File: config.mk
export PLATFORM = sky130hd
export DESIGN_NAME = json_string_unescape_utf8
export DESIGN_NICKNAME = d
export VERILOG_FILES = /design/src/rtl/jsu8_pkg.sv /design/src/rtl/json_string_unescape_utf8.sv
export VERILOG_INCLUDE_DIRS = /design/src /design/src/rtl
export SDC_FILE = /design/constraint.sdc
export NUM_CORES = 1
export LEC_CHECK = 0
export BUFFER_PORTS_ARGS = -buffer_cell sky130_fd_sc_hd__buf_2
export CAP_MARGIN = 20
export CORE_MARGIN = 8
export CORE_UTILIZATION = 45
export DETAILED_ROUTE_END_ITERATION = 10
export PLACE_DENSITY = 0.66
export SYNTH_ARGS = -nofsm -noshare
export SYNTH_HDL_FRONTEND = slang
export SYNTH_SLANG_ARGS = --single-unit
File: constraint.sdc
create_clock -name i_clk -period 4.05 [get_ports i_clk]
set_input_delay 0.6075 -clock i_clk [delete_from_list [all_inputs] [get_ports i_clk]]
set_output_delay 0.6075 -clock i_clk [all_outputs]
set_load 0.03 [all_outputs]
File: src/rtl/json_string_unescape_utf8_assert.svh
// Assertion macros for the JSON string unescaper; empty when synthesized.
`ifndef JSON_STRING_UNESCAPE_UTF8_ASSERT_SVH
`define JSON_STRING_UNESCAPE_UTF8_ASSERT_SVH

`ifndef SYNTHESIS
`define JSU8_ASSERT_IMPLY(label, clk, rst_n, ante, cons) \
    label: assert property (@(posedge clk) disable iff (!rst_n) (ante) |-> (cons)) \
        else $error("implication check failed");
`define JSU8_ASSERT_NEVER(label, clk, rst_n, expr) \
    label: assert property (@(posedge clk) disable iff (!rst_n) !(expr)) \
        else $error("forbidden condition seen");
`else
`define JSU8_ASSERT_IMPLY(label, clk, rst_n, ante, cons)
`define JSU8_ASSERT_NEVER(label, clk, rst_n, expr)
`endif

`endif

File: src/rtl/jsu8_pkg.sv
// Types, constants and decode functions of the JSON string unescaper.
package jsu8_pkg;

    localparam int RES_DEPTH = 6;
    localparam int RES_CNT_W = $clog2(RES_DEPTH + 1);

    localparam logic [15:0] SURR_HIGH_LO = 16'hD800;
    localparam logic [15:0] SURR_LOW_LO  = 16'hDC00;
    localparam logic [15:0] SURR_LOW_END = 16'hE000;
    localparam logic [20:0] PLANE1_BASE  = 21'h10000;
    localparam logic [20:0] TWO_BYTE_END = 21'h800;
    localparam logic [20:0] ONE_BYTE_END = 21'h80;
    localparam logic [7:0]  LEAD2        = 8'hC0;
    localparam logic [7:0]  LEAD3        = 8'hE0;
    localparam logic [7:0]  LEAD4        = 8'hF0;
    localparam logic [7:0]  CONT         = 8'h80;
    localparam logic [7:0]  CONT_MASK    = 8'h3F;

    localparam logic [7:0] CH_NUL    = 8'h00;
    localparam logic [7:0] CH_QUOTE  = 8'h22;
    localparam logic [7:0] CH_BSLASH = 8'h5C;
    localparam logic [7:0] CH_0      = 8'h30;
    localparam logic [7:0] CH_9      = 8'h39;
    localparam logic [7:0] CH_UA     = 8'h41;
    localparam logic [7:0] CH_UF     = 8'h46;
    localparam logic [7:0] CH_LA     = 8'h61;
    localparam logic [7:0] CH_LF     = 8'h66;
    localparam logic [7:0] CH_B      = 8'h62;
    localparam logic [7:0] CH_F      = 8'h66;
    localparam logic [7:0] CH_N      = 8'h6E;
    localparam logic [7:0] CH_R      = 8'h72;
    localparam logic [7:0] CH_T      = 8'h74;
    localparam logic [7:0] CH_U      = 8'h75;
    localparam logic [7:0] BYTE_BS   = 8'h08;
    localparam logic [7:0] BYTE_TAB  = 8'h09;
    localparam logic [7:0] BYTE_LF   = 8'h0A;
    localparam logic [7:0] BYTE_FF   = 8'h0C;
    localparam logic [7:0] BYTE_CR   = 8'h0D;

    typedef enum logic [2:0] {
        M_PLAIN   = 3'd0,
        M_ESC     = 3'd1,
        M_HEX1    = 3'd2,
        M_HELD    = 3'd3,
        M_HELD_BS = 3'd4,
        M_HEX2    = 3'd5
    } t_mode;

    typedef enum logic [1:0] {
        K_DATA  = 2'd0,
        K_END   = 2'd1,
        K_ERROR = 2'd2
    } t_kind;

    // A short run of result bytes that share one kind.
    typedef struct packed {
        logic [3:0][7:0] bytes;
        logic [2:0]      len;
        t_kind           kind;
    } t_seq;

    function automatic t_seq f_seq_none();
        t_seq s;
        s.bytes = '0;
        s.len   = 3'd0;
        s.kind  = K_DATA;
        return s;
    endfunction

    function automatic t_seq f_seq_single(input logic [7:0] b, input t_kind k);
        t_seq s;
        s          = f_seq_none();
        s.bytes[0] = b;
        s.len      = 3'd1;
        s.kind     = k;
        return s;
    endfunction

    function automatic t_seq f_utf8_encode(input logic [20:0] cp);
        t_seq s;
        s = f_seq_none();
        if (cp < ONE_BYTE_END) begin
            s.len      = 3'd1;
            s.bytes[0] = cp[7:0];
        end else if (cp < TWO_BYTE_END) begin
            s.len      = 3'd2;
            s.bytes[0] = LEAD2 | {3'b000, cp[10:6]};
            s.bytes[1] = CONT | ({2'b00, cp[5:0]} & CONT_MASK);
        end else if (cp < PLANE1_BASE) begin
            s.len      = 3'd3;
            s.bytes[0] = LEAD3 | {4'b0000, cp[15:12]};
            s.bytes[1] = CONT | ({2'b00, cp[11:6]} & CONT_MASK);
            s.bytes[2] = CONT | ({2'b00, cp[5:0]} & CONT_MASK);
        end else begin
            s.len      = 3'd4;
            s.bytes[0] = LEAD4 | {5'b00000, cp[20:18]};
            s.bytes[1] = CONT | ({2'b00, cp[17:12]} & CONT_MASK);
            s.bytes[2] = CONT | ({2'b00, cp[11:6]} & CONT_MASK);
            s.bytes[3] = CONT | ({2'b00, cp[5:0]} & CONT_MASK);
        end
        return s;
    endfunction

    // Returns a valid flag above the four-bit digit value.
    function automatic logic [4:0] f_hex(input logic [7:0] c);
        logic [7:0] d;
        logic [4:0] r;
        d = 8'h00;
        r = 5'b00000;
        case (c) inside
            [CH_0:CH_9]: begin
                d = c - CH_0;
                r = {1'b1, d[3:0]};
            end
            [CH_LA:CH_LF]: begin
                d = c - CH_LA + 8'd10;
                r = {1'b1, d[3:0]};
            end
            [CH_UA:CH_UF]: begin
                d = c - CH_UA + 8'd10;
                r = {1'b1, d[3:0]};
            end
            default: begin
                r = 5'b00000;
            end
        endcase
        return r;
    endfunction

    function automatic t_seq f_plain(input logic [7:0] c);
        t_seq s;
        case (c)
            CH_QUOTE:  s = f_seq_single(8'h00, K_END);
            CH_NUL:    s = f_seq_single(8'h00, K_ERROR);
            CH_BSLASH: s = f_seq_none();
            default:   s = f_seq_single(c, K_DATA);
        endcase
        return s;
    endfunction

    function automatic t_seq f_escape(input logic [7:0] c);
        t_seq s;
        case (c)
            CH_N:    s = f_seq_single(BYTE_LF, K_DATA);
            CH_T:    s = f_seq_single(BYTE_TAB, K_DATA);
            CH_R:    s = f_seq_single(BYTE_CR, K_DATA);
            CH_B:    s = f_seq_single(BYTE_BS, K_DATA);
            CH_F:    s = f_seq_single(BYTE_FF, K_DATA);
            CH_U:    s = f_seq_none();
            CH_NUL:  s = f_seq_single(8'h00, K_ERROR);
            default: s = f_seq_single(c, K_DATA);
        endcase
        return s;
    endfunction

endpackage

File: src/rtl/json_string_unescape_utf8.sv
// JSON string body unescaper that turns escapes and \u codes into UTF-8 bytes.
// An accepted byte is decoded in the cycle it is taken; its results are loaded into the
// result queue and then move one by one through the output register to the output.
// One byte is taken per cycle while each byte yields at most one result and the output is
// not stalled; after a byte with more results the next is taken as its last result moves out.
// Synchronous active-low reset returns the decoder to plain character mode, empty.
`include "json_string_unescape_utf8_assert.svh"

module json_string_unescape_utf8 (
    input  logic       i_clk,
    input  logic       i_rst_n,
    input  logic       i_valid,
    output logic       o_stall,
    input  logic [7:0] i_ch,
    output logic       o_valid,
    input  logic       i_stall,
    output logic [7:0] o_out_byte,
    output logic [1:0] o_kind,
    output logic       o_last
);
    import jsu8_pkg::*;

    t_mode          r_mode, n_mode;
    logic [1:0]     r_digit_count, n_digit_count;
    logic [15:0]    r_code_accum, n_code_accum;
    logic [15:0]    r_held_high, n_held_high;

    logic [7:0]     r_buf_byte [RES_DEPTH];
    t_kind          r_buf_kind [RES_DEPTH];
    logic [RES_CNT_W-1:0] r_buf_cnt;

    logic           r_out_valid;
    logic [7:0]     r_out_byte;
    t_kind          r_out_kind;
    logic           r_out_last;

    logic [4:0]     hex;
    logic           hex_ok;
    logic [15:0]    accum_next;
    logic           code_done;
    logic           acc_is_high;
    logic           acc_is_low;
    logic [20:0]    pair_cp;
    logic           restart_hit;

    t_seq           seq;
    t_seq           held_seq;
    logic           pre;
    logic [7:0]     res_byte [RES_DEPTH];
    t_kind          res_kind [RES_DEPTH];
    logic [RES_CNT_W-1:0] res_cnt;

    logic           accept;
    logic           move;

    assign hex         = f_hex(i_ch);
    assign hex_ok      = hex[4];
    assign accum_next  = {r_code_accum[11:0], hex[3:0]};
    assign code_done   = (r_digit_count == 2'd3);
    assign acc_is_high = (accum_next >= SURR_HIGH_LO) && (accum_next < SURR_LOW_LO);
    assign acc_is_low  = (accum_next >= SURR_LOW_LO) && (accum_next < SURR_LOW_END);
    assign pair_cp     = PLANE1_BASE + {1'b0, r_held_high[9:0], accum_next[9:0]};
    assign held_seq    = f_utf8_encode({5'b00000, r_held_high});

    always_comb begin
        n_mode        = r_mode;
        n_digit_count = r_digit_count;
        n_code_accum  = r_code_accum;
        n_held_high   = r_held_high;
        restart_hit   = 1'b0;
        case (r_mode)
            M_ESC, M_HELD_BS: begin
                if (i_ch == CH_U) begin
                    n_mode        = (r_mode == M_HELD_BS) ? M_HEX2 : M_HEX1;
                    n_digit_count = 2'd0;
                    n_code_accum  = 16'h0000;
                end else if (i_ch == CH_NUL) begin
                    restart_hit = 1'b1;
                end else begin
                    n_mode = M_PLAIN;
                end
            end
            M_HEX1, M_HEX2: begin
                if (!hex_ok) begin
                    restart_hit = 1'b1;
                end else begin
                    n_code_accum = accum_next;
                    if (code_done) begin
                        n_digit_count = 2'd0;
                        if (r_mode == M_HEX2 && acc_is_low) begin
                            n_mode = M_PLAIN;
                        end else if (acc_is_high) begin
                            n_held_high = accum_next;
                            n_mode      = M_HELD;
                        end else begin
                            n_mode = M_PLAIN;
                        end
                    end else begin
                        n_digit_count = r_digit_count + 2'd1;
                    end
                end
            end
            default: begin
                if (r_mode == M_HELD && i_ch == CH_BSLASH) begin
                    n_mode = M_HELD_BS;
                end else if (i_ch == CH_QUOTE || i_ch == CH_NUL) begin
                    restart_hit = 1'b1;
                end else if (i_ch == CH_BSLASH) begin
                    n_mode = M_ESC;
                end else begin
                    n_mode = M_PLAIN;
                end
            end
        endcase
        if (restart_hit) begin
            n_mode        = M_PLAIN;
            n_digit_count = 2'd0;
            n_code_accum  = 16'h0000;
            n_held_high   = 16'h0000;
        end
    end

    always_comb begin
        pre = 1'b0;
        seq = f_seq_none();
        case (r_mode)
            M_ESC: begin
                seq = f_escape(i_ch);
            end
            M_HEX1: begin
                if (!hex_ok) begin
                    seq = f_seq_single(8'h00, K_ERROR);
                end else if (code_done && !acc_is_high) begin
                    seq = f_utf8_encode({5'b00000, accum_next});
                end
            end
            M_HELD: begin
                if (i_ch != CH_BSLASH) begin
                    pre = 1'b1;
                    seq = f_plain(i_ch);
                end
            end
            M_HELD_BS: begin
                if (i_ch != CH_U) begin
                    pre = 1'b1;
                    seq = f_escape(i_ch);
                end
            end
            M_HEX2: begin
                if (!hex_ok) begin
                    seq = f_seq_single(8'h00, K_ERROR);
                end else if (code_done) begin
                    if (acc_is_low) begin
                        seq = f_utf8_encode(pair_cp);
                    end else begin
                        pre = 1'b1;
                        if (!acc_is_high) begin
                            seq = f_utf8_encode({5'b00000, accum_next});
                        end
                    end
                end
            end
            default: begin
                seq = f_plain(i_ch);
            end
        endcase

        // A pending high surrogate always encodes to three bytes ahead of the rest.
        if (pre) begin
            res_byte[0] = held_seq.bytes[0];
            res_byte[1] = held_seq.bytes[1];
            res_byte[2] = held_seq.bytes[2];
            res_byte[3] = seq.bytes[0];
            res_byte[4] = seq.bytes[1];
            res_byte[5] = seq.bytes[2];
            res_kind[0] = K_DATA;
            res_kind[1] = K_DATA;
            res_kind[2] = K_DATA;
            res_kind[3] = seq.kind;
            res_kind[4] = seq.kind;
            res_kind[5] = seq.kind;
            res_cnt     = RES_CNT_W'(3) + RES_CNT_W'(seq.len);
        end else begin
            res_byte[0] = seq.bytes[0];
            res_byte[1] = seq.bytes[1];
            res_byte[2] = seq.bytes[2];
            res_byte[3] = seq.bytes[3];
            res_byte[4] = 8'h00;
            res_byte[5] = 8'h00;
            res_kind[0] = seq.kind;
            res_kind[1] = seq.kind;
            res_kind[2] = seq.kind;
            res_kind[3] = seq.kind;
            res_kind[4] = seq.kind;
            res_kind[5] = seq.kind;
            res_cnt     = RES_CNT_W'(seq.len);
        end
    end

    assign move    = (r_buf_cnt != '0) && (!r_out_valid || !i_stall);
    assign o_stall = (r_buf_cnt != '0) && !((r_buf_cnt == RES_CNT_W'(1)) && move);
    assign accept  = i_valid && !o_stall;

    always_ff @(posedge i_clk) begin
        if (!i_rst_n) begin
            r_mode        <= M_PLAIN;
            r_digit_count <= 2'd0;
            r_code_accum  <= 16'h0000;
            r_held_high   <= 16'h0000;
            r_buf_cnt     <= '0;
            r_out_valid   <= 1'b0;
        end else begin
            if (accept) begin
                r_mode        <= n_mode;
                r_digit_count <= n_digit_count;
                r_code_accum  <= n_code_accum;
                r_held_high   <= n_held_high;
                r_buf_cnt     <= res_cnt;
            end else if (move) begin
                r_buf_cnt <= r_buf_cnt - RES_CNT_W'(1);
            end
            if (move) begin
                r_out_valid <= 1'b1;
            end else if (!i_stall) begin
                r_out_valid <= 1'b0;
            end
        end
    end

    always_ff @(posedge i_clk) begin
        if (accept) begin
            for (int i = 0; i < RES_DEPTH; i++) begin
                r_buf_byte[i] <= res_byte[i];
                r_buf_kind[i] <= res_kind[i];
            end
        end else if (move) begin
            for (int i = 0; i < RES_DEPTH - 1; i++) begin
                r_buf_byte[i] <= r_buf_byte[i+1];
                r_buf_kind[i] <= r_buf_kind[i+1];
            end
        end
        if (move) begin
            r_out_byte <= r_buf_byte[0];
            r_out_kind <= r_buf_kind[0];
            r_out_last <= (r_buf_cnt == RES_CNT_W'(1));
        end
    end

    assign o_valid    = r_out_valid;
    assign o_out_byte = r_out_byte;
    assign o_kind     = r_out_kind;
    assign o_last     = r_out_last;

    `JSU8_ASSERT_NEVER(a_buf_cnt_range, i_clk, i_rst_n, r_buf_cnt > RES_CNT_W'(RES_DEPTH))
    `JSU8_ASSERT_NEVER(a_no_accept_busy, i_clk, i_rst_n, accept && r_buf_cnt > RES_CNT_W'(1))
    `JSU8_ASSERT_IMPLY(a_ctrl_alone, i_clk, i_rst_n, r_buf_cnt != '0 && r_buf_kind[0] != K_DATA, r_buf_cnt == RES_CNT_W'(1) && r_mode == M_PLAIN && r_digit_count == 2'd0)
    `JSU8_ASSERT_IMPLY(a_held_surrogate, i_clk, i_rst_n, r_mode == M_HELD || r_mode == M_HELD_BS || r_mode == M_HEX2, r_held_high[15:10] == 6'b110110)
    `JSU8_ASSERT_IMPLY(a_ctrl_last, i_clk, i_rst_n, r_out_valid && r_out_kind != K_DATA, r_out_last && r_out_byte == 8'h00)

endmodule

# After elaboration in Yosys (flattened, before gate mapping)
# Memories as Yosys holds them, arrays and structs flattened. A register that Yosys moved wholly into a read port is not among the register bits.
# Cells that the tools add are included.
# totals
memories,2
wordCells,190
inputBits,12
mem_bits_rw,60
out_inout_bits,13
register_bits,38
# mem_list
memory,depth,word_bits,rd,rd_ports_with_merged_regs,write_ports,line_no,source
r_buf_byte,6,8,6,1,6,json_string_unescape_utf8.sv:28,logic [7:0] r_buf_byte [RES_DEPTH];
r_buf_kind,6,2,6,1,6,json_string_unescape_utf8.sv:29,t_kind r_buf_kind [RES_DEPTH];
# classes
bitwise,10
magnitude_cmp,17
mux,89
n_reduce_logical,32
eq_ne,24
n_addsub,9
# ops
operator,count
37-bit one-hot mux with 5 select lines,1
37-bit two-way mux,4
16-bit two-way mux,9
13-bit one-hot mux with 7 select lines,1
8-bit two-way mux,8
29-bit two-way mux,2
8-bit by 7-bit == test with 1-bit output (second input constant),7
12-bit two-way mux,4
48-bit two-way mux,1
13-bit one-hot mux with 3 select lines,1
17-bit two-way mux,2
11-bit two-way mux,3
3-bit two-way mux,11
16-bit >= comparator (second input constant),2
16-bit by 12-bit < comparator with 1-bit output (second input constant),2
16-bit < comparator (second input constant),2
16-bit by 8-bit < comparator with 1-bit output (second input constant),2
13-bit two-way mux,2
25-bit two-way mux,1
24-bit two-way mux,1
12-bit one-hot mux with 2 select lines,1
2-bit two-way mux,11
17-bit by 20-bit adder with 21-bit output (first input constant),1
21-bit by 12-bit < comparator with 1-bit output (second input constant),1
40 further kinds,101

# Logic depth before layout (Yosys ltp)
# Gate-level depths: netlist of run 1.
# logic_depth
word_depth,17
mapped_depth,12
depth_no_buf,11

# Worst setup path after synthesis of run 1
# Ideal clock, no wire load.
# synth_timing
path_type,input port to flip-flop
startpoint,input i_ch[7]
endpoint,register r_buf_cnt[1]
t_arrival_ns,2.986
slack_ns,0.950
setup_ns,0.115
path_stages,10
required_ns,3.935
path_buffers,2
path_cell_list,or3b_1 -> buf_2 -> nor4_4 -> buf_2 -> o21ai_0 -> a211o_1 -> or2_2 -> ha_1 -> o21ai_0 -> o21a_1
# synth_between
elab_chain_len,17
elab_cells_between_ends,62
cone_classes,add/sub: 2; order compare: 15; eq/ne: 10; mux: 27; reduce/logical: 8
# synth_lines
element,line_no,source
"start, declared",json_string_unescape_utf8.sv:14,"input logic [7:0] i_ch,"
8-bit by 7-bit >= comparator with 1-bit output (not written as such) or 8-bit by 7-bit <= comparator with 1-bit output (tied branches),json_string_unescape_utf8.sv:56,assign hex = f_hex(i_ch);
1-bit logical AND (not written as such),json_string_unescape_utf8.sv:56,
5-bit two-way mux (3 in series),jsu8_pkg.sv:110,case (c) inside
17-bit by 20-bit adder with 21-bit output,json_string_unescape_utf8.sv:62,"assign pair_cp = PLANE1_BASE + {1'b0, r_held_high[9:0], accum_next[9:0]};"
21-bit by 17-bit < comparator with 1-bit output,jsu8_pkg.sv:89,end else if (cp < PLANE1_BASE) begin
25-bit two-way mux,jsu8_pkg.sv:89,
19-bit two-way mux,jsu8_pkg.sv:85,end else if (cp < TWO_BYTE_END) begin
11-bit two-way mux,jsu8_pkg.sv:82,if (cp < ONE_BYTE_END) begin
37-bit two-way mux,json_string_unescape_utf8.sv:153,if (acc_is_low) begin
37-bit two-way mux,json_string_unescape_utf8.sv:152,end else if (code_done) begin
37-bit two-way mux,json_string_unescape_utf8.sv:150,if (!hex_ok) begin
37-bit one-hot mux with 5 select lines,json_string_unescape_utf8.sv:126,case (r_mode)
2-bit by 3-bit adder with 3-bit output,json_string_unescape_utf8.sv:182,res_cnt = RES_CNT_W'(3) + RES_CNT_W'(seq.len);
3-bit two-way mux *,json_string_unescape_utf8.sv:169,if (pre) begin
3-bit two-way mux *,json_string_unescape_utf8.sv:213,if (accept) begin
"end signal, assigned",json_string_unescape_utf8.sv:218,r_buf_cnt <= res_cnt;
"end signal, assigned",json_string_unescape_utf8.sv:220,r_buf_cnt <= r_buf_cnt - RES_CNT_W'(1);
"end, declared",json_string_unescape_utf8.sv:30,logic [RES_CNT_W-1:0] r_buf_cnt;
# Mark *: on every way between the ends. The rest lies on a longest branch, timed or not.
# A chain may end at the register's enable or synchronous reset.

==> results of run 1 <==
==> layout by cell type, fill, tap and decap left out, drive strengths merged, types with 4 or more instances in the layout <==
| cell | synthesis | routed |
|---|---|---|
| nor3b | 4 | 4 |
| a211oi | 13 | 13 |
| edfxtp | 69 | 69 |
| o22ai | 10 | 10 |
| a22oi | 12 | 12 |
| inv | 15 | 17 |
| nand2 | 88 | 88 |
| and3 | 9 | 9 |
| xor2 | 4 | 4 |
| nand2b | 10 | 10 |
| or4 | 6 | 6 |
| buf | 13 | 54 |
| nor4 | 10 | 10 |
| o31ai | 5 | 5 |
| a221o | 4 | 4 |
| o211ai | 8 | 8 |
| o221ai | 4 | 4 |
| ha | 11 | 11 |
| a221oi | 5 | 5 |
| nor2 | 79 | 79 |
| clkbuf | 43 | 10 |
| o21a | 9 | 9 |
| a31oi | 6 | 6 |
| mux2 | 4 | 4 |
| or2 | 6 | 6 |
| a21oi | 74 | 74 |
| o21ai | 48 | 48 |
| a21o | 10 | 10 |
| nor3 | 27 | 27 |
| and2 | 12 | 12 |
| dfxtp | 37 | 37 |
| a22o | 11 | 11 |
| nor2b | 8 | 8 |
| mux2i | 7 | 7 |
| a2bb2oi | 4 | 4 |
| nand3 | 29 | 29 |
==> kinds of logic (layout without fill, tap and decap cells) <==
logic type      after synthesis  after routing  synth area share (%)
xor+xnor                      6              6                 0.799
buf+inv                      72             86                  4.32
compound gates              253            253                  25.4
fa+ha+maj                    11             11                  2.09
simple gates                305            305                  22.9
flops                       106            106                  42.8
mux                          11             11                  1.75
==> power groups by stage <==
stage / Clock (W) / Sequential (W) / Combinational [W]
final: 0.00103 / 0.00177 / 0.00136
after detailed placement: 0 / 0.00179 / 0.00135
after global placement: 0 / 0.00179 / 0.00132
after floorplan: 0 / 0.00188 / 0.000790
after CTS: 0.00103 / 0.00177 / 0.00136
after global routing: 0.00108 / 0.00181 / 0.00147
==> area by class of cell <==
| class | instances | area (sq um) |
|---|---|---|
| sequential | 106 | 2810 |
| clock inverter | 6 | 111 |
| inverter | 16 | 60.1 |
| clock buffer | 10 | 229 |
| fill | 1352 | 7140 |
| multi-input combinational | 586 | 3490 |
| tap | 184 | 230 |
| timing repair buffer | 54 | 353 |
==> registers in the layout, summed over array words and instances, names as in the netlist <==
signal and cells:
o_kind 2, o_last 1, o_out_byte 8, o_valid 1, r_buf_byte 46, r_buf_cnt 3, r_buf_kind 12, r_code_accum 12
r_digit_count 2, r_held_high 16, r_mode 3
==> per-stage QoR <==
| step | area [sq um] | setup slack, ps | utilization [%] | hold slack (ps) | std cells |
|---|---|---|---|---|---|
| detailed placement | 6930 | 390 | 48.1 | 405 | 945 |
| global placement | 6920 | 402 | 48.0 | 402 | 944 |
| floorplan | 6580 | 950 | - | 400 | 764 |
| finish | 7290 | 672 | 50.5 | 419 | 962 |
| CTS | 7270 | 775 | 50.4 | 421 | 961 |
| global route | 7290 | 497 | 50.5 | 444 | 962 |
==> routing by layer <==
layer  global-route usage (%)  up-vias
met5                        0        -
met4                     10.3        0
met3                     4.33       49
met2                     35.2      295
met1                     30.9     2995
li1                         -     2874
==> worst paths after layout <==
| path | to | cells after the start | slack (ps) |
|---|---|---|---|
| worst max register to register | r_buf_cnt[2] | 9 | 850 |
| worst min-delay path | o_out_byte[1] | 0 | 420 |
| worst min register to register | o_out_byte[1] | 0 | 420 |
| worst max-delay path | r_buf_byte[3][1] | 10 | 670 |
==> worst max-delay path, stage by stage <==
cell	delay [ps]
sky130_fd_sc_hd__buf_2	150
sky130_fd_sc_hd__inv_1	150
sky130_fd_sc_hd__ha_1	270
sky130_fd_sc_hd__nor2b_1	310
sky130_fd_sc_hd__and3_1	290
sky130_fd_sc_hd__o22ai_1	170
sky130_fd_sc_hd__o21ai_2	860
sky130_fd_sc_hd__nor2_1	220
sky130_fd_sc_hd__nand2_1	280
sky130_fd_sc_hd__o221ai_1	150
==> implementation parameters, run 1 <==
Parameter                              Value

Outcome
  Status ... finished clean

Routing
  Total via count after detailed routing ... approximately 6200
  Wire length after detailed routing ... 21.3 mm
  Met2 routed wirelength ... roughly 9.6 mm
  Routed met1 length ... about 9 mm
  Antenna violation net count after detailed routing ... 0
  Number of iterations in the first detailed-routing pass ... 5
  Met3 wire len ... 1.72 mm
  Starting DRT DRC Count ... just over 800
  Via/cell ratio ... between 6 and 7
  Wire length per cell ... approximately 22 microns
  Remaining routing DRC violations ... 0
  Top layer reached by signal wires ... met4

Clock network
  Max Root-Sink Buffers ... 2
  Number of clock sinks seen by CTS ... roughly 110
  Number of buffers created by CTS ... 9
  Setup Buffers After CTS ... 0
  Clock input transition at the sequential cells of the worst setup and hold paths ... 70 ps
  Hold bufs inserted after CTS ... 0
  CTS tree ... built
  Root cell of the clock tree ... sky130_fd_sc_hd__clkbuf_16
  Clk_lat worst skew ... 360 ps
  Gates resized, CTS repair ... 0
  Count of H-tree levels built during CTS ... 3

Critical path
  Critical path capture point type ... register
  Critical register-to-register path startpoint ... r_code_accum[11]
  Crit path launch type ... input port
  Worst Path Class, Setup ... in2reg
  Worst Setup SP ... i_ch[0]
  Data arrival time of the critical path ... ~3500 ps
  Critical path fanouts, max ... 24
  Data required time of the worst path ... slightly above 4000 ps

Yosys
  Number of flip-flops and latches in the synthesized netlist ... 106
  Most common flop cell mapped by yosys ... sky130_fd_sc_hd__edfxtp_1
  Number of synthesized flops with an enable pin ... 69
  Synth top area cells ... sky130_fd_sc_hd__edfxtp_1 32%, sky130_fd_sc_hd__dfxtp_1 11%, sky130_fd_sc_hd__a21oi_1 5.6%
  Share of the yosys chip area belonging to registers ... between 40% and 50%
  Cell count after synthesis ... between 700 and 800
  Synthesized cell area ... between 6000 and 7000 sq um
  Cell with the most instances after synthesis ... sky130_fd_sc_hd__nand2_1
  Net count after synthesis ... 787
  Number of distinct library cell variants in the gate-level netlist after synthesis ... 74
  Warning count from the yosys run ... 0
  Asr flop ratio synth ... 0%
  Commonest cells in the netlist ... 88 x sky130_fd_sc_hd__nand2_1, 77 x sky130_fd_sc_hd__nor2_1, 74 x sky130_fd_sc_hd__a21oi_1
  Syn_area_per_cell ... 8.61 sq um
  Cell accounting for the most synthesized area ... sky130_fd_sc_hd__edfxtp_1
  Yosys top cell area share ... 31.5%

Pwr
  Peak supply drop ... around 0.24 mV
  Design internal power ... 0.00271 W
  Sw Share ... between 30% and 40%
  Switching power ... 0.00145 W
  Leakage power summed over all cells ... 2.63 nW
  Share of power burned in combinational logic ... 32.7%
  Share of power burned in the clock network ... about a quarter
  Sequential Power Share ... between 40% and 50%
  Total Power Consumption ... around 0.0042 W
  Power per unit of standard cell area ... between 500 and 600 nW/um^2

Place
  IO buf count ... 24
  Hpwl dp ... 15.7 mm
  Global placer's final weighted congestion ... around 0.97

Global route
  Initial antenna violation count ... 0
  Largest net degree at the start of global routing ... 34
  Overall Global Routing Usage ... about 23%
  Vias in the first global route ... 5803
  Global-route congestion overflow total ... 0
  Global-route wire length before repair ... approximately 33 mm

Timing
  Final Hold Viols ... 0
  Worst-Margin Slew ... around 1000 ps
  Final slew viol count ... 0
  Worst-case headroom to the max-slew limit ... 30.1%
  Final setup violation count ... 0
  Fmax achieved ... a little under 300 MHz
  Period utilization ... 83.4%
  Final Skew ... around 12 ps
  Setup repair after global routing missed its margin ... no
  Time the worst path needs with I/O delays and setup ... 3380 ps
  Accumulated negative setup slack ... 0 ps

Floorplanning
  Placement Rows ... 44
  Vertical die dimension ... 137 microns
  Area of the core ... between 10000 and 15000 sq um
  Total die area ... between 15000 and 20000 sq um
  Number of placed I/O pins ... 25
  Die W ... 137 microns
  Starting density of the core ... 45.6%

Final layout
  Number of nets at the end of the flow ... approximately 800
  Diodes inserted ... 0
  Area growth from synthesis to layout ... 10.8%
  Fraction of final layout cells with drive strength greater than 1 ... 11.8%

Flow run
  Max-cap check violation count ... 0

Worst hold path
  Launch point of the worst hold path ... r_buf_byte[0][1]
  Min-Delay Path Class ... reg2reg
(Power assumes the default switching activity.)
==> run 2, diff against run 1 <==
ABC_AREA = 1   (was not set)
PLACE_DENSITY = 0.68   (was 0.66)
clock period = 3 ns   (was 4.05 ns; I/O delays follow)
==> run 2 against run 1 <==
- sequential power grew 40%
- core utilization grew 0.070 points
- clock-buffer cell count shrank 1
- via count grew 5.6%
- wire length shrank 1.1%
- clock power grew 22%
- global-route usage shrank 1.3 points
==> implementation parameters, run 2 <==
Parameter                              Value

Global route
  Vias in the first global route ... 6043 (+4.1%)
  Largest net degree at the start of global routing ... 39 (+15%)
  Global-route congestion overflow total ... 0 (unchanged)
  Overall Global Routing Usage ... 21.7% (-1.3 points)
  Global-route wire length before repair ... 33.1 mm (+0.29%)
  Initial antenna violation count ... 0 (unchanged)

Routing
  Via/cell ratio ... 5.61 (-13%)
  Starting DRT DRC Count ... 860 (+4.8%)
  Wire length per cell ... 17.9 microns (-19%)
  Number of iterations in the first detailed-routing pass ... 7 (+2)
  Remaining routing DRC violations ... 0 (unchanged)
  Wire length after detailed routing ... 21.0 mm (-1.1%)
  Total via count after detailed routing ... 6564 (+5.6%)
  Antenna violation net count after detailed routing ... 0 (unchanged)

Clock network
  CTS tree ... built
  Root cell of the clock tree ... sky130_fd_sc_hd__clkbuf_16
  Gates resized, CTS repair ... 0 (unchanged)
  Clock input transition at the sequential cells of the worst setup and hold paths ... 80 ps (about the same)
  Hold bufs inserted after CTS ... 0 (unchanged)
  Number of buffers created by CTS ... 9 (unchanged)
  Clk_lat worst skew ... 370 ps (about the same)
  Max Root-Sink Buffers ... 2 (unchanged)
  Setup Buffers After CTS ... 0 (unchanged)
  Number of clock sinks seen by CTS ... 106 (unchanged)
  Count of H-tree levels built during CTS ... 3 (unchanged)

Yosys
  Share of the yosys chip area belonging to registers ... 40.5% (-2.3 points)
  Net count after synthesis ... 970 (+23%)
  Asr flop ratio synth ... 0% (unchanged)
  Synth top area cells ... sky130_fd_sc_hd__edfxtp_1 30%, sky130_fd_sc_hd__nand2_1 13%, sky130_fd_sc_hd__dfxtp_1 11%
  Synthesized cell area ... 6950 sq um (+5.6%)
  Syn_area_per_cell ... 7.34 sq um (-15%)
  Cell count after synthesis ... 947 (+24%)
  Commonest cells in the netlist ... 239 x sky130_fd_sc_hd__nand2_1, 122 x sky130_fd_sc_hd__inv_1, 94 x sky130_fd_sc_hd__nand3_1
  Cell with the most instances after synthesis ... sky130_fd_sc_hd__nand2_1
  Warning count from the yosys run ... 0 (unchanged)
  Cell accounting for the most synthesized area ... sky130_fd_sc_hd__edfxtp_1
  Yosys top cell area share ... 29.8% (-1.7 points)
  Most common flop cell mapped by yosys ... sky130_fd_sc_hd__edfxtp_1
  Number of synthesized flops with an enable pin ... 69 (unchanged)
  Number of distinct library cell variants in the gate-level netlist after synthesis ... 47 (-36%)
  Number of flip-flops and latches in the synthesized netlist ... 106 (unchanged)

Critical path
  Data arrival time of the critical path ... 2890 ps (-580 ps)
  Critical register-to-register path startpoint ... r_buf_cnt[0]
  Worst Path Class, Setup ... reg2reg
  Data required time of the worst path ... 3240 ps (-900 ps)
  Worst Setup SP ... r_buf_cnt[0]
  Critical path fanouts, max ... 17 (-29%)
  Delay of the slowest cell on the worst path ... 480 ps (-380 ps)
  Cell repeated most along the worst path ... sky130_fd_sc_hd__inv_1
  Crit path launch type ... register
  Critical path capture point type ... register
  Ordered list of cells on the worst path ... inv_1, ha_1, nand2_1, o21ai_0, inv_1, nor2_4, inv_1, nand2_2, inv_1, buf_4, nand2_1, o21ai_1, inv_1, nand2_1
  Slowest CP cell ... sky130_fd_sc_hd__inv_1

Place
  Hpwl dp ... 16.0 mm (+1.8%)
  Post-Place Setup Slack ... 116 ps (-274 ps)
  IO buf count ... 24 (unchanged)
  Cell Count Post-Placement ... 1155 (+22%)
  Global placer's final weighted congestion ... 0.996 (+3.1%)
  Placed instance area ... 7350 sq um (+6.0%)

Pwr
  Leakage power summed over all cells ... 3.37 nW (+28%)
  Total Power Consumption ... 0.00606 W (+46%)
  Power per unit of standard cell area ... 791 nW/um^2 (+39%)
  Peak supply drop ... 0.375 mV (+58%)

Final layout
  Top library cells by usage in the layout, fill and taps aside ... 239 x sky130_fd_sc_hd__nand2_1, 122 x sky130_fd_sc_hd__inv_1, 94 x sky130_fd_sc_hd__nand3_1
  Final instance area ... 7660 sq um (+5.2%)
  Filler cell count ... 1510 (+12%)
  Number of non-filler instances in the completed layout ... 1171 (+22%)
  Largest register by flop count ... r_buf_byte
  Diodes inserted ... 0 (unchanged)
  Flip-flop count of the largest register, all copies and words added ... 46 (unchanged)
  Largest regs ... r_buf_byte: 46 flops, r_held_high: 16 flops
  Most common cell after layout, fill and taps aside ... sky130_fd_sc_hd__nand2_1
  Fraction of final layout cells with drive strength greater than 1 ... 14.4% (+2.6 points)
  Area growth from synthesis to layout ... 10.3%
  Number of nets at the end of the flow ... 1001 (+26%)

Worst hold path
  Launch point of the worst hold path ... i_stall
  Min-Delay Path Class ... in2reg

Timing
  Accumulated negative setup slack ... 0 ps (unchanged)
  Period utilization ... between 80% and 90%
  Final setup violation count ... 0 (unchanged)
  Setup repair after global routing missed its margin ... no
  Final Skew ... 8.30 ps (-3.62 ps)
  Time the worst path needs with I/O delays and setup ... 2650 ps
  Worst-Margin Slew ... 1020 ps (-29.3 ps)
  Final slew viol count ... 0 (unchanged)
  Worst-case headroom to the max-slew limit ... 31.9% (+1.7 points)
  Fmax achieved ... approximately 380 MHz
  Worst path setup slack after routing ... 352 ps (-320 ps)
  Final Hold Viols ... 0 (unchanged)

Flow run
  Max-cap check violation count ... 0 (unchanged)

Floorplanning
  Die W ... 140 microns (+2.5%)
  Placement Rows ... 45 (+2.3%)
  Starting density of the core ... 45.9% (+0.27 points)
  Total die area ... 19700 sq um (+5.0%)
  Vertical die dimension ... 140 microns (+2.5%)
  Number of placed I/O pins ... 25 (unchanged)
  Area of the core ... 15100 sq um (+5.0%)

Outcome
  Status ... finished clean
## run 2: changes by cell type in the layout (fill, tap and decap cells not counted), sizes merged, moves of 11 or more
cell,change
a211oi,-13
a22o,-11
and2,-12
inv,+124
nand2,+175
nand3,+70
nand4,+11
nor2,+26
nor3,-19
o21ai,+23
## run 2: area by class of cell
type | count | area [sq um] | share of cell area (%)
well taps | 188 | 235 | 3.07
inverters | 138 | 534 | 6.97
flip-flops and latches | 106 | 2810 | 36.7
clock inverters | 7 | 88.8 | 1.16
multi-input cells | 678 | 3460 | 45.2
clock buffers | 9 | 225 | 2.94
repair buffers | 45 | 303 | 3.95
## run 2: power by group
part,switching (W),internal [W],total [W]
clock,0.000650,0.000608,0.00126
combinational,0.00169,0.000639,0.00233
sequential,0.000136,0.00234,0.00248
## run 2: critical path, delay by kind of cell (launching register included)
| kind | cells | cell delay [ps] |
|---|---|---|
| adder cells (fa/ha/maj) | 1 | 190 |
| flip-flops | 1 | 360 |
| AO/OA/AOI/OAI | 2 | 220 |
| buffers and inverters | 6 | 1310 |
| AND/OR/NAND/NOR | 5 | 430 |
## run 2: final timing paths
| path | to | slack (ps) | cells past startpoint |
|---|---|---|---|
| worst max register to register | r_buf_byte[3][2] | 350 | 14 |
| worst min-delay path | o_valid | 350 | 3 |
| worst max-delay path | r_buf_byte[3][2] | 350 | 14 |
| worst min register to register | o_out_byte[5] | 420 | 0 |
## run 2: through the flow
stage / util (%) / hold slack, ps
2_1_floorplan: - / 400
3_3_place_gp: 48.5 / 401
3_5_place_dp: 48.5 / 406
4_1_cts: 50.6 / 344
5_1_grt: 50.6 / 369
6_report: 50.6 / 349
## run 2: routing by layer
layer | GRT usage [%] | up-vias | share of wire (%)
li1 | - | 3194 | -
met1 | 29.5 | 3046 | 45
met2 | 32.8 | 281 | 44
met3 | 4.52 | 43 | 7.9
met4 | 8.80 | 0 | 2.9
met5 | 0 | - | 0
## run 2: cell families after synthesis
group / share of synthesized area [%]
buffers and inverters: 9.82
AND/OR/NAND/NOR: 32.9
adder cells (fa/ha/maj): 1.98
XOR/XNOR: 0.126
AO/OA/AOI/OAI: 14.7
flip-flops: 40.5
